`config.mk`:
```
export PLATFORM = sky130hd
export DESIGN_NAME = opp_cfg_regs
export DESIGN_NICKNAME = d
export VERILOG_FILES = /design/src/rtl/core/opp_pkg.sv /design/src/rtl/core/opp_cfg_regs.sv
export SDC_FILE = /design/constraint.sdc
export NUM_CORES = 1
export LEC_CHECK = 0
export BUFFER_PORTS_ARGS = -buffer_cell sky130_fd_sc_hd__buf_2
export CORE_MARGIN = 8
export CORE_UTILIZATION = 56
export DETAILED_ROUTE_END_ITERATION = 10
export PLACE_DENSITY = 0.86
export SETUP_SLACK_MARGIN = 0.02
export SYNTH_ARGS = -nofsm -noshare
export SYNTH_HDL_FRONTEND = slang
export SYNTH_SLANG_ARGS = --single-unit
```
`constraint.sdc`:
```
create_clock -name clk -period 2.92 [get_ports clk]
set_clock_uncertainty 0.15 [all_clocks]
set_input_delay 0.146 -clock clk [delete_from_list [all_inputs] [get_ports clk]]
set_output_delay 0.146 -clock clk [all_outputs]
set_load 0.05 [all_outputs]
```
`src/rtl/core/opp_pkg.sv`:
```
// ----------------------------------------------------------------------------
// opp_pkg
// Shared word types, sizes and fixed point helpers for the predistorter.
// ----------------------------------------------------------------------------
`default_nettype none

package opp_pkg;

	localparam int FRAC_BITS  = 16;
	localparam int WORD_WIDTH = 32;
	localparam int DATA_W     = 32;
	localparam int NUM_REGS   = 6;
	localparam int ADDR_W     = 5;
	localparam int IDX_W      = 3;

	typedef logic signed [WORD_WIDTH-1:0]   word_t;
	typedef logic signed [2*WORD_WIDTH-1:0] prod_t;
	typedef logic signed [DATA_W-1:0]       data_t;
	typedef logic [IDX_W-1:0]               reg_idx_t;

	localparam reg_idx_t REG_GAIN1_REAL = 3'd0;
	localparam reg_idx_t REG_GAIN1_IMAG = 3'd1;
	localparam reg_idx_t REG_GAIN3_REAL = 3'd2;
	localparam reg_idx_t REG_GAIN3_IMAG = 3'd3;
	localparam reg_idx_t REG_GAIN5_REAL = 3'd4;
	localparam reg_idx_t REG_GAIN5_IMAG = 3'd5;

	typedef struct packed {
		word_t gain1_real;
		word_t gain1_imag;
		word_t gain3_real;
		word_t gain3_imag;
		word_t gain5_real;
		word_t gain5_imag;
	} gains_t;

	function automatic word_t to_word(data_t v);
		return v[WORD_WIDTH-1:0];
	endfunction

	function automatic word_t wmul(word_t a, word_t b);
		prod_t p;
		p = prod_t'(a) * prod_t'(b);
		p = p >>> FRAC_BITS;
		return p[WORD_WIDTH-1:0];
	endfunction

endpackage

`default_nettype wire

```
`src/rtl/core/opp_cfg_regs.sv`:
```
// ----------------------------------------------------------------------------
// opp_cfg_regs
// APB register file holding the complex gains of the polynomial.
// ----------------------------------------------------------------------------
`default_nettype none

module opp_cfg_regs (
	input  wire logic                       clk,
	input  wire logic                       arst_n,
	input  wire logic                       psel,
	input  wire logic                       penable,
	input  wire logic                       pwrite,
	input  wire logic [opp_pkg::ADDR_W-1:0] paddr,
	input  wire logic [opp_pkg::DATA_W-1:0] pwdata,
	output logic      [opp_pkg::DATA_W-1:0] prdata,
	output logic                            pready,
	output opp_pkg::gains_t                 gains
);
	import opp_pkg::*;

	gains_t   gains_q;
	reg_idx_t idx;
	logic     wr_en;
	word_t    wword;
	word_t    rword;

	assign pready = 1'b1;
	assign idx    = paddr[ADDR_W-1:2];
	assign wr_en  = psel & penable & pwrite & pready;
	assign wword  = to_word(pwdata);
	assign gains  = gains_q;

	always_ff @(posedge clk or negedge arst_n) begin
		if (!arst_n) begin
			gains_q <= '0;
		end else if (wr_en) begin
			case (idx)
				REG_GAIN1_REAL: gains_q.gain1_real <= wword;
				REG_GAIN1_IMAG: gains_q.gain1_imag <= wword;
				REG_GAIN3_REAL: gains_q.gain3_real <= wword;
				REG_GAIN3_IMAG: gains_q.gain3_imag <= wword;
				REG_GAIN5_REAL: gains_q.gain5_real <= wword;
				REG_GAIN5_IMAG: gains_q.gain5_imag <= wword;
				default: ;
			endcase
		end
	end

	always_comb begin
		case (idx)
			REG_GAIN1_REAL: rword = gains_q.gain1_real;
			REG_GAIN1_IMAG: rword = gains_q.gain1_imag;
			REG_GAIN3_REAL: rword = gains_q.gain3_real;
			REG_GAIN3_IMAG: rword = gains_q.gain3_imag;
			REG_GAIN5_REAL: rword = gains_q.gain5_real;
			REG_GAIN5_IMAG: rword = gains_q.gain5_imag;
			default:        rword = '0;
		endcase
		prdata = DATA_W'(rword);
	end

endmodule

`default_nettype wire

```
==> metrics.txt, run 1 <==
# TYPE chip_impl_metric gauge
chip_impl_metric{name="mappedNetlistNets",unit=""} 676
chip_impl_metric{name="crit_path_max_fanout",unit=""} 22
chip_impl_info{name="rsz0062_at_grt",value="no"} 1
chip_impl_metric{name="antenna_violations_before_repair",unit=""} 1
chip_impl_metric{name="yosys_register_bits",unit=""} 192
chip_impl_metric{name="clock_sinks",unit=""} 192
chip_impl_metric{name="grt_start_max_net_pins",unit=""} 84
chip_impl_metric{name="dpl_worst_slack",unit="ps"} 639
chip_impl_metric{name="worst_slew_pin_slew",unit="ps"} 670
chip_impl_info{name="crit_reg_reg_startpoint",value="gains[101]"} 1
chip_impl_metric{name="worst_ep_required_time",unit="ps"} 2620
chip_impl_metric{name="place_hpwl",unit="um"} 17900
chip_impl_metric{name="fin_setup_tns",unit="ps"} 0
chip_impl_metric{name="count_of_warnings_emitted_by_yosys",unit=""} 0
chip_impl_info{name="clk_root_buffer_cell",value="sky130_fd_sc_hd__clkbuf_16"} 1
chip_impl_info{name="worstSetupStartpoint",value="paddr[4]"} 1
chip_impl_metric{name="final_hold_viol_count",unit=""} 0
chip_impl_metric{name="via_count",unit=""} 6750
chip_impl_metric{name="total_wire_length",unit="um"} 26800
chip_impl_info{name="holdCritPathClass",value="primary input to async pin"} 1
chip_impl_metric{name="floorplan.die.height",unit="um"} 143
chip_impl_metric{name="drv_slew",unit=""} 0
chip_impl_metric{name="first_global_vias",unit=""} 7254
chip_impl_metric{name="nFillCells",unit=""} 1085
chip_impl_metric{name="cts_buffer_depth",unit=""} 2
chip_impl_info{name="crit-reg2reg-capture",value="gains[101]"} 1
chip_impl_metric{name="finalCritPeriodShare",unit=""} 0.781
chip_impl_info{name="synth_top_area_cell",value="sky130_fd_sc_hd__dfrtp_1"} 1
chip_impl_metric{name="cts_buffers",unit=""} 17
chip_impl_metric{name="rr_worst_depth",unit=""} 1
chip_impl_metric{name="syn_to_final_growth",unit="%"} 27.9
chip_impl_metric{name="placedInstanceArea",unit="mm^2"} 0.0105
chip_impl_info{name="cp_capture_type",value="output port"} 1
chip_impl_metric{name="largest_register_ff_count",unit=""} 192
chip_impl_info{name="result_of_the_run",value="finished, final reports clean"} 1
chip_impl_metric{name="layout_setup_ws",unit="ps"} 641
chip_impl_metric{name="syn_inst",unit=""} 634
chip_impl_info{name="most_common_cell_after_layout_fill_and_taps_aside",value="sky130_fd_sc_hd__buf_2"} 1
chip_impl_metric{name="power.ir.vdd_worst",unit="mV"} 0.523
chip_impl_metric{name="syn_area",unit="mm^2"} 0.00899
chip_impl_metric{name="worstSkewPairLatency",unit="ps"} 420
chip_impl_metric{name="max-slew-margin-rel",unit=""} 0.553
chip_impl_metric{name="globalRouteTotalUtil",unit=""} 0.265
chip_impl_metric{name="start_util",unit=""} 0.570
chip_impl_metric{name="sequential_cell_area",unit="mm^2"} 0.00480
chip_impl_metric{name="cap_viol_max_count",unit=""} 0
chip_impl_metric{name="clk_transition_reported_paths",unit="ps"} 70
chip_impl_metric{name="detail_route.wl_per_cell",unit="um"} 23.3
chip_impl_info{name="synth.area.top_cells",value="sky130_fd_sc_hd__dfrtp_1 53%, sky130_fd_sc_hd__mux2_2 26%, sky130_fd_sc_hd__mux2_4 5.0%, sky130_fd_sc_hd__a221oi_1 1.5%, sky130_fd_sc_hd__mux2_1 1.4%"} 1
chip_impl_metric{name="hold-worst-slack",unit="ps"} 166
chip_impl_metric{name="post-route-cell-area",unit="mm^2"} 0.0115
chip_impl_metric{name="synthDominantCellAreaShare",unit=""} 0.535
chip_impl_metric{name="cts_max_level",unit=""} 4
chip_impl_metric{name="setup_viol",unit=""} 0
chip_impl_metric{name="i_o_pin_cnt",unit=""} 267
chip_impl_metric{name="finalWorstPathRequiredPeriod",unit="ps"} 2280
chip_impl_metric{name="total_die_area",unit="mm^2"} 0.0204
chip_impl_metric{name="register_to_register_path_setup_slack",unit="ps"} 1910
chip_impl_metric{name="die-width",unit="um"} 143
chip_impl_metric{name="ys_types",unit=""} 33
chip_impl_info{name="crit_type",value="primary input to output port"} 1
chip_impl_info{name="cts_tree",value="built"} 1
chip_impl_metric{name="achievable-frequency",unit="MHz"} 439
chip_impl_metric{name="dr.pass1.iters",unit=""} 5
chip_impl_metric{name="drcViolationCount",unit=""} 0
chip_impl_metric{name="residual_overflow_from_global_routing",unit=""} 0
chip_impl_metric{name="antenna_left",unit=""} 0
chip_impl_metric{name="syn-mean-instance-area",unit="um^2"} 14.2
chip_impl_metric{name="cp.arrival",unit="ps"} 1980
chip_impl_metric{name="drt-initial-drc-count",unit=""} 394
chip_impl_metric{name="vias_per_cell",unit=""} 5.87
chip_impl_info{name="most_used_cells_in_the_layout_excluding_fill_and_tap_cells",value="260 x sky130_fd_sc_hd__buf_2, 205 x sky130_fd_sc_hd__mux2_2, 192 x sky130_fd_sc_hd__dfrtp_1"} 1
chip_impl_metric{name="multiInputGateArea",unit="mm^2"} 0.00389
chip_impl_metric{name="layout-drive-gt1-share",unit=""} 0.596
chip_impl_metric{name="finish.utilization",unit=""} 0.729
chip_impl_metric{name="ys_seq_area_frac",unit=""} 0.535
chip_impl_metric{name="io_buffers",unit=""} 263
chip_impl_metric{name="pwr_density_cell",unit="mW/mm^2"} 874
chip_impl_info{name="start_kind",value="primary input"} 1
chip_impl_metric{name="floorplan.core_area",unit="mm^2"} 0.0158
chip_impl_metric{name="finish.net_count",unit=""} 963
chip_impl_metric{name="leakage_component_of_the_power",unit="nW"} 5.72
chip_impl_metric{name="grt_first_pass_wirelength",unit="um"} 41500
chip_impl_metric{name="core.rowCount",unit=""} 46
chip_impl_metric{name="gpl.final_weighted_congestion",unit=""} 0.817
-- cell families after synthesis --
logic type	count (synthesis)	share of synthesized area
simple gates	51	0.0302
flops	192	0.535
compound gates	82	0.0631
buf+inv	49	0.0351
other cells	1	0.000417
mux	259	0.337
-- power by group --
group	switching [W]	leakage, nW	internal [W]	total (W)
logic	0.00288	2.97	0.00110	0.00398
clock network	0.000989	0.296	0.00148	0.00247
registers	0.000423	2.45	0.00318	0.00360
total	0.00429	5.72	0.00576	0.0100
-- layer usage --
metal	part of all wire	GRT usage	wire [um]	vias up
li1	-	-	-	2909
met4	0.032	0.112	867	0
met5	0	0	0	-
met2	0.49	0.429	13100	298
met3	0.085	0.0915	2280	59
met1	0.40	0.318	10600	3484
-- through the flow --
stage          total power, W  cells
3_3_place_gp          0.00748   1085
3_5_place_dp          0.00757   1085
5_1_grt                0.0104   1150
6_report               0.0100   1150
4_1_cts                0.0101   1149
2_1_floorplan         0.00652    634
-- worst max path at each step --
stage	to	slack (ps)	depth (start not counted)
6_report	prdata[10]	640	6
2_1_floorplan	prdata[12]	520	6
4_1_cts	prdata[10]	610	6
3_5_place_dp	prdata[10]	640	6
3_3_place_gp	prdata[10]	600	6
5_1_grt	prdata[31]	560	6
-- synth_stat cells (all sizes together) --
cell type	count
mux2	246
dfrtp	192
buf	40
nand2	32
o21ai	16
a221oi	15
a31oi	15
a21oi	12
mux2i	12
clkbuf	8
a22oi	7
a32oi	7
a211o	6
nor3b	6
nor2	4
a2bb2oi	3
nand2b	2
nor3	2
a22o	1
and3	1
and4b	1
conb	1
inv	1
mux4	1
nand4	1
nand4b	1
nor2b	1
-- critical path, cell delays in order --
cell                       delay, ps
sky130_fd_sc_hd__buf_2           320
sky130_fd_sc_hd__nor2b_4         630
sky130_fd_sc_hd__buf_12          250
sky130_fd_sc_hd__a221oi_1        100
sky130_fd_sc_hd__a31oi_1         220
sky130_fd_sc_hd__buf_2           300
-- timing repair --
action / CTS / global route
resized for setup: 0 / 0
hold buffers: 33 / 0
setup endpoints to repair: 0 / 0
hold endpoints to repair: 272 / 0
buffers inserted: 0 / 0
-- area by class of cell --
type | count | share of cell area
sequential | 192 | 0.418
multi-input combinational | 393 | 0.339
timing repair buffer | 316 | 0.165
clock buffer | 22 | 0.0404
tap | 216 | 0.0235
clock inverter | 9 | 0.0137
inverter | 1 | 0.000327
antenna | 1 | 0.000218
Power figures use the tool's default switching activity.
==> inputs of run 2 (changes only) <==
- CORE_UTILIZATION: 56 -> 52
- PLACE_DENSITY: 0.86 -> 0.8
- clock period: 2.92 -> 2.15 ns (I/O delays scaled with it)
==> run 2 against run 1 <==
  * Critical path depth is 2 lower
  * Power up 36%
  * Largest power group unchanged
  * Critical endpoint is now prdata[1]
  * Sequential cell count stayed put
  * Hold slack got worse by 93 ps
  * Critical path type is now flop to output port
  * Wire length shrank 2.0%
==> metrics.txt, run 2 (synthesized netlist as in run 1, its figures left out) <==
# TYPE chip_impl_metric gauge
chip_impl_metric{name="via_count",unit=""} 6682
chip_impl_metric{name="worst_ep_required_time",unit="ps"} 1890
chip_impl_metric{name="cap_viol_max_count",unit=""} 0
chip_impl_metric{name="pwr_density_cell",unit="mW/mm^2"} 1170
chip_impl_metric{name="global_route.usage.met3",unit=""} 0.0700
chip_impl_metric{name="residual_overflow_from_global_routing",unit=""} 0
chip_impl_metric{name="io_buffers",unit=""} 263
chip_impl_metric{name="critical_path.max_stage_delay",unit="ps"} 390
chip_impl_info{name="globalRoute.busiestLayer",value="met2"} 1
chip_impl_metric{name="die-width",unit="um"} 147
chip_impl_metric{name="grt_util_met1",unit=""} 0.296
chip_impl_metric{name="floorplan.core_area",unit="mm^2"} 0.0171
chip_impl_metric{name="multiInputGateArea",unit="mm^2"} 0.00389
chip_impl_metric{name="finish.net_count",unit=""} 974
chip_impl_metric{name="drv_slew",unit=""} 0
chip_impl_info{name="cp_capture_type",value="output port"} 1
chip_impl_metric{name="largest_register_ff_count",unit=""} 192
chip_impl_metric{name="achievable-frequency",unit="MHz"} 508
chip_impl_metric{name="syn_to_final_growth",unit="%"} 29.6
chip_impl_info{name="critical_path_cell_by_cell",value="mux2_2 > a221oi_1 > a31oi_1 > buf_2"} 1
chip_impl_metric{name="floorplan.die.height",unit="um"} 147
chip_impl_metric{name="leakage_component_of_the_power",unit="nW"} 5.81
chip_impl_metric{name="hold-worst-slack",unit="ps"} 72.6
chip_impl_metric{name="antenna_left",unit=""} 0
chip_impl_info{name="clk_root_buffer_cell",value="sky130_fd_sc_hd__clkbuf_16"} 1
chip_impl_info{name="most_used_cells_in_the_layout_excluding_fill_and_tap_cells",value="260 x sky130_fd_sc_hd__buf_2, 205 x sky130_fd_sc_hd__mux2_2, 192 x sky130_fd_sc_hd__dfrtp_1"} 1
chip_impl_info{name="most_common_cell_after_layout_fill_and_taps_aside",value="sky130_fd_sc_hd__buf_2"} 1
chip_impl_metric{name="fin_setup_tns",unit="ps"} 0
chip_impl_metric{name="timing.critical_path.buf_inv",unit=""} 1
chip_impl_metric{name="met2_usage",unit=""} 0.402
chip_impl_metric{name="grt_start_max_net_pins",unit=""} 59
chip_impl_metric{name="finalCritPeriodShare",unit=""} 0.916
chip_impl_info{name="critical-path-slowest-cell",value="sky130_fd_sc_hd__dfrtp_1"} 1
chip_impl_metric{name="nFillCells",unit=""} 1240
chip_impl_metric{name="total_die_area",unit="mm^2"} 0.0217
chip_impl_metric{name="first_global_vias",unit=""} 7321
chip_impl_metric{name="finalWorstPathRequiredPeriod",unit="ps"} 1970
chip_impl_metric{name="dr.pass1.iters",unit=""} 4
chip_impl_info{name="critical_path.top_delay_family",value="compound AO/OA/AOI/OAI gates"} 1
chip_impl_metric{name="gpl.final_weighted_congestion",unit=""} 0.817
chip_impl_metric{name="cts_buffers",unit=""} 17
chip_impl_metric{name="sequential_cell_area",unit="mm^2"} 0.00480
chip_impl_metric{name="layout-drive-gt1-share",unit=""} 0.602
chip_impl_metric{name="vias_per_cell",unit=""} 5.71
chip_impl_metric{name="clk_transition_reported_paths",unit="ps"} 70
chip_impl_metric{name="power.ir.vdd_worst",unit="mV"} 0.590
chip_impl_metric{name="detail_route.wl_per_cell",unit="um"} 22.5
chip_impl_metric{name="cts_buffer_depth",unit=""} 2
chip_impl_metric{name="worstSkewPairLatency",unit="ps"} 420
chip_impl_metric{name="finish.utilization",unit=""} 0.680
chip_impl_info{name="result_of_the_run",value="finished, final reports clean"} 1
chip_impl_metric{name="place_hpwl",unit="um"} 18000
chip_impl_metric{name="drcViolationCount",unit=""} 0
chip_impl_metric{name="i_o_pin_cnt",unit=""} 267
chip_impl_metric{name="final_hold_viol_count",unit=""} 0
chip_impl_metric{name="grt_first_pass_wirelength",unit="um"} 41700
chip_impl_metric{name="total_wire_length",unit="um"} 26300
chip_impl_info{name="crit_type",value="flop to output port"} 1
chip_impl_info{name="holdCritPathClass",value="primary input to async pin"} 1
chip_impl_info{name="cts_tree",value="built"} 1
chip_impl_metric{name="antenna_violations_before_repair",unit=""} 1
chip_impl_metric{name="drt-initial-drc-count",unit=""} 380
chip_impl_metric{name="clock_sinks",unit=""} 192
chip_impl_metric{name="core.rowCount",unit=""} 48
chip_impl_metric{name="cp.arrival",unit="ps"} 1710
chip_impl_metric{name="setup_viol",unit=""} 0
chip_impl_metric{name="globalRouteTotalUtil",unit=""} 0.243
chip_impl_metric{name="cts_max_level",unit=""} 4
chip_impl_info{name="rsz0062_at_grt",value="no"} 1
chip_impl_info{name="start_kind",value="flop"} 1
chip_impl_metric{name="crit_path_max_fanout",unit=""} 3
chip_impl_metric{name="start_util",unit=""} 0.525
run 2: changes by cell type in the layout (fill, tap and decap cells not counted), sizes merged:
cell / previous run / this run
clkinvlp: 2 / 0
clkbuf: 23 / 21
buf: 282 / 293
inv: 1 / 5
clkinv: 3 / 4
run 2: final timing paths:
check	start	end	slack, ps	cells after the start
setup / recovery	gains[97]	prdata[1]	180	4
hold / removal	arst_n	gains[186]	70	2
setup reg to reg	gains[61]	gains[61]	1170	1
hold reg to reg	gains[69]	gains[69]	360	1
max in group asynchronous	arst_n	gains[178]	1120	3
min in group clk	penable	gains[174]	290	4
run 2: power breakdown:
part / internal [W] / switching [W] / total, W
clock network: 0.00199 / 0.00135 / 0.00335
logic: 0.00151 / 0.00388 / 0.00539
registers: 0.00432 / 0.000571 / 0.00489
total: 0.00783 / 0.00580 / 0.0136
run 2: final cells by class:
| class | instances | area share |
|---|---|---|
| Multi-Input combinational cell | 393 | 0.335 |
| Timing Repair Buffer | 327 | 0.174 |
| Sequential cell | 192 | 0.413 |
| Tap cell | 225 | 0.0242 |
| Clock buffer | 20 | 0.0384 |
| Antenna cell | 1 | 0.000215 |
| Inverter | 1 | 0.000322 |
| Clock inverter | 12 | 0.0154 |
run 2: repair_timing:
item                      CTS  global route
resized for setup           0             0
setup buffers               0             0
hold endpoints to repair  384             0
hold buffers               33             0
run 2: metrics by stage:
step           instance area (um^2)  cells  power (W)  setup WS (ps)
4_1_cts                       11600   1170     0.0137            161
3_3_place_gp                  10700   1105     0.0102            285
2_1_floorplan                  8990    634    0.00886           92.7
5_1_grt                       11600   1171     0.0142           79.8
3_5_place_dp                  10700   1105     0.0103            259
6_report                      11600   1171     0.0136            181
run 2: metal layers:
metal  vias to the layer above  share of wire
met5                         -              0
met1                      3419           0.40
met4                         0          0.020
li1                       2938              -
met2                       292           0.50
met3                        33          0.078
==> inputs of run 3 (changes only) <==
- BUFFER_PORTS_ARGS: -buffer_cell sky130_fd_sc_hd__buf_2 -> -buffer_cell sky130_fd_sc_hd__buf_4
==> run 3 against run 2 <==
  * Clock power is 8.4% lower
  * First-iteration DRC count is 20% lower
  * Worst setup slack worse by 1.9 ps
  * Utilization is 3.6 points higher
  * Via count is 0.72% lower
  * Hold slack worse by 29 ps
  * Sequential power is 0.8% higher
  * Sequential cell count stayed put
  * Combinational power is 9.5% higher
  * Power is 1.9% higher
  * Wire length is 1.6% higher
  * Non-clock buffer count stayed put
  * Largest cell class unchanged
==> metrics.txt, run 3 (synthesized netlist as in run 1, its figures left out) <==
# TYPE chip_impl_metric gauge
chip_impl_info{name="result_of_the_run",value="finished, final reports clean"} 1
chip_impl_metric{name="achievable-frequency",unit="MHz"} 507
chip_impl_metric{name="cts_buffers",unit=""} 17
chip_impl_metric{name="io_buffers",unit=""} 263
chip_impl_metric{name="worstSkewPairLatency",unit="ps"} 420
chip_impl_metric{name="finalCritPeriodShare",unit=""} 0.917
chip_impl_info{name="crit_type",value="flop to output port"} 1
chip_impl_metric{name="crit_path_max_fanout",unit=""} 3
chip_impl_metric{name="start_util",unit=""} 0.525
chip_impl_metric{name="detail_route.wl_per_cell",unit="um"} 22.9
chip_impl_metric{name="rr_worst_depth",unit=""} 1
chip_impl_metric{name="dr.pass1.iters",unit=""} 5
chip_impl_metric{name="i_o_pin_cnt",unit=""} 267
chip_impl_metric{name="vias_per_cell",unit=""} 5.68
chip_impl_info{name="worstSetupStartpoint",value="gains[181]"} 1
chip_impl_info{name="critical-path-slowest-cell",value="sky130_fd_sc_hd__dfrtp_1"} 1
chip_impl_info{name="critical_path_cell_by_cell",value="mux2_2 > a221oi_1 > a31oi_1 > buf_4"} 1
chip_impl_metric{name="syn_to_final_growth",unit="%"} 36.3
chip_impl_metric{name="sequential_cell_area",unit="mm^2"} 0.00480
chip_impl_metric{name="pwr_density_cell",unit="mW/mm^2"} 1130
chip_impl_metric{name="first_global_vias",unit=""} 7215
chip_impl_metric{name="placedInstanceArea",unit="mm^2"} 0.0114
chip_impl_info{name="crit_reg_reg_startpoint",value="gains[38]"} 1
chip_impl_metric{name="post-route-cell-area",unit="mm^2"} 0.0123
chip_impl_metric{name="layout-drive-gt1-share",unit=""} 0.600
chip_impl_metric{name="drt-initial-drc-count",unit=""} 304
chip_impl_metric{name="finish.net_count",unit=""} 974
chip_impl_metric{name="grt_first_pass_wirelength",unit="um"} 42300
chip_impl_info{name="most_used_cells_in_the_layout_excluding_fill_and_tap_cells",value="280 x sky130_fd_sc_hd__buf_4, 205 x sky130_fd_sc_hd__mux2_2, 192 x sky130_fd_sc_hd__dfrtp_1"} 1
chip_impl_metric{name="residual_overflow_from_global_routing",unit=""} 0
chip_impl_metric{name="finalWorstPathRequiredPeriod",unit="ps"} 1970
chip_impl_info{name="rsz0062_at_grt",value="no"} 1
chip_impl_metric{name="grt_start_max_net_pins",unit=""} 45
chip_impl_info{name="cp_capture_type",value="output port"} 1
chip_impl_metric{name="hold-worst-slack",unit="ps"} 43.2
chip_impl_metric{name="drv_slew",unit=""} 0
chip_impl_metric{name="cp.arrival",unit="ps"} 1710
chip_impl_info{name="crit-reg2reg-capture",value="gains[38]"} 1
chip_impl_metric{name="drcViolationCount",unit=""} 0
chip_impl_info{name="most_common_cell_after_layout_fill_and_taps_aside",value="sky130_fd_sc_hd__buf_4"} 1
chip_impl_metric{name="largest_register_ff_count",unit=""} 192
chip_impl_metric{name="via_count",unit=""} 6634
chip_impl_metric{name="gpl.final_weighted_congestion",unit=""} 0.833
chip_impl_metric{name="core.rowCount",unit=""} 48
chip_impl_metric{name="antenna_violations_before_repair",unit=""} 0
chip_impl_metric{name="leakage_component_of_the_power",unit="nW"} 5.88
chip_impl_info{name="cts_tree",value="built"} 1
chip_impl_metric{name="total_wire_length",unit="um"} 26700
chip_impl_metric{name="nFillCells",unit=""} 1213
chip_impl_metric{name="cts_buffer_depth",unit=""} 2
chip_impl_metric{name="antenna_left",unit=""} 0
chip_impl_metric{name="critical_path.max_stage_delay",unit="ps"} 400
chip_impl_metric{name="power.ir.vdd_worst",unit="mV"} 0.562
chip_impl_metric{name="final_hold_viol_count",unit=""} 0
chip_impl_metric{name="clock_sinks",unit=""} 192
chip_impl_metric{name="fin_setup_tns",unit="ps"} 0
chip_impl_metric{name="setup_viol",unit=""} 0
chip_impl_metric{name="floorplan.die.height",unit="um"} 147
chip_impl_metric{name="worst_ep_required_time",unit="ps"} 1890
chip_impl_info{name="start_kind",value="flop"} 1
chip_impl_info{name="clk_root_buffer_cell",value="sky130_fd_sc_hd__clkbuf_16"} 1
chip_impl_metric{name="clk_transition_reported_paths",unit="ps"} 70
chip_impl_metric{name="multiInputGateArea",unit="mm^2"} 0.00389
chip_impl_metric{name="cts_max_level",unit=""} 4
chip_impl_metric{name="globalRouteTotalUtil",unit=""} 0.248
chip_impl_metric{name="ctsResizeCount",unit=""} 0
chip_impl_metric{name="register_to_register_path_setup_slack",unit="ps"} 1190
chip_impl_metric{name="cap_viol_max_count",unit=""} 0
chip_impl_metric{name="place_hpwl",unit="um"} 18400
chip_impl_metric{name="floorplan.core_area",unit="mm^2"} 0.0171
chip_impl_metric{name="antenna-diode-count",unit=""} 0
chip_impl_info{name="holdCritPathClass",value="primary input to async pin"} 1
chip_impl_metric{name="die-width",unit="um"} 147
chip_impl_metric{name="total_die_area",unit="mm^2"} 0.0217
[run 3: cell count changes in the layout (fill, tap and decap cells not counted), sizes merged]
cell      change
clkinvlp      +5
clkinv        -3
inv           -3
bufinv        -2
clkbuf        +1
diode         -1
[run 3: cell type report]
class                   count  share of cell area
clock buffers              21              0.0368
clock inverters             9             0.00909
inverters                   1            0.000306
multi-input cells         393               0.318
flip-flops and latches    192               0.392
well taps                 225              0.0230
repair buffers            327               0.221
[run 3: report_power, final]
group	total, W	leakage (nW)	internal, W	switching [W]
registers	0.00493	2.45	0.00432	0.000603
clock network	0.00307	0.258	0.00173	0.00133
logic	0.00590	3.17	0.00200	0.00390
[run 3: timing repair]
item	in CTS	in global routing
setup buffers	0	0
hold buffers	33	0
hold endpoints to repair	384	0
setup endpoints to repair	0	0
[run 3: worst max-delay path by stage]
stage / slack (ps) / cells after the start / to
after global placement: 380 / 5 / gains[63]
after floorplan: 90 / 3 / prdata[1]
after CTS: 190 / 4 / prdata[3]
after detailed placement: 350 / 5 / gains[40]
final: 180 / 4 / prdata[21]
after global routing: 60 / 4 / prdata[3]
[run 3: worst max-delay path: cells and delay by family, from the launching register on]
kind / cells / cell delay, ps
DFF: 1 / 400
AOI/OAI and AO/OA: 2 / 390
muxes: 1 / 270
buffers and inverters: 1 / 220
[run 3: per-stage QoR]
step	utilization	power, W	std cells	setup WS [ps]
after floorplan	-	0.00886	634	92.7
after global placement	0.664	0.0108	1105	381
after detailed placement	0.664	0.0109	1105	350
after CTS	0.716	0.0140	1168	190
after global routing	0.716	0.0144	1168	63.7
final	0.716	0.0139	1168	179
[run 3: routing by layer]
metal  global-route usage  share of wire  up-vias  wire (um)
li1                     -              -     2936          -
met1                0.302           0.41     3403      10900
met2                0.404           0.48      254      13000
met3               0.0868          0.081       41       2160
met4               0.0836          0.026        0        689
met5                    0              0        -          0
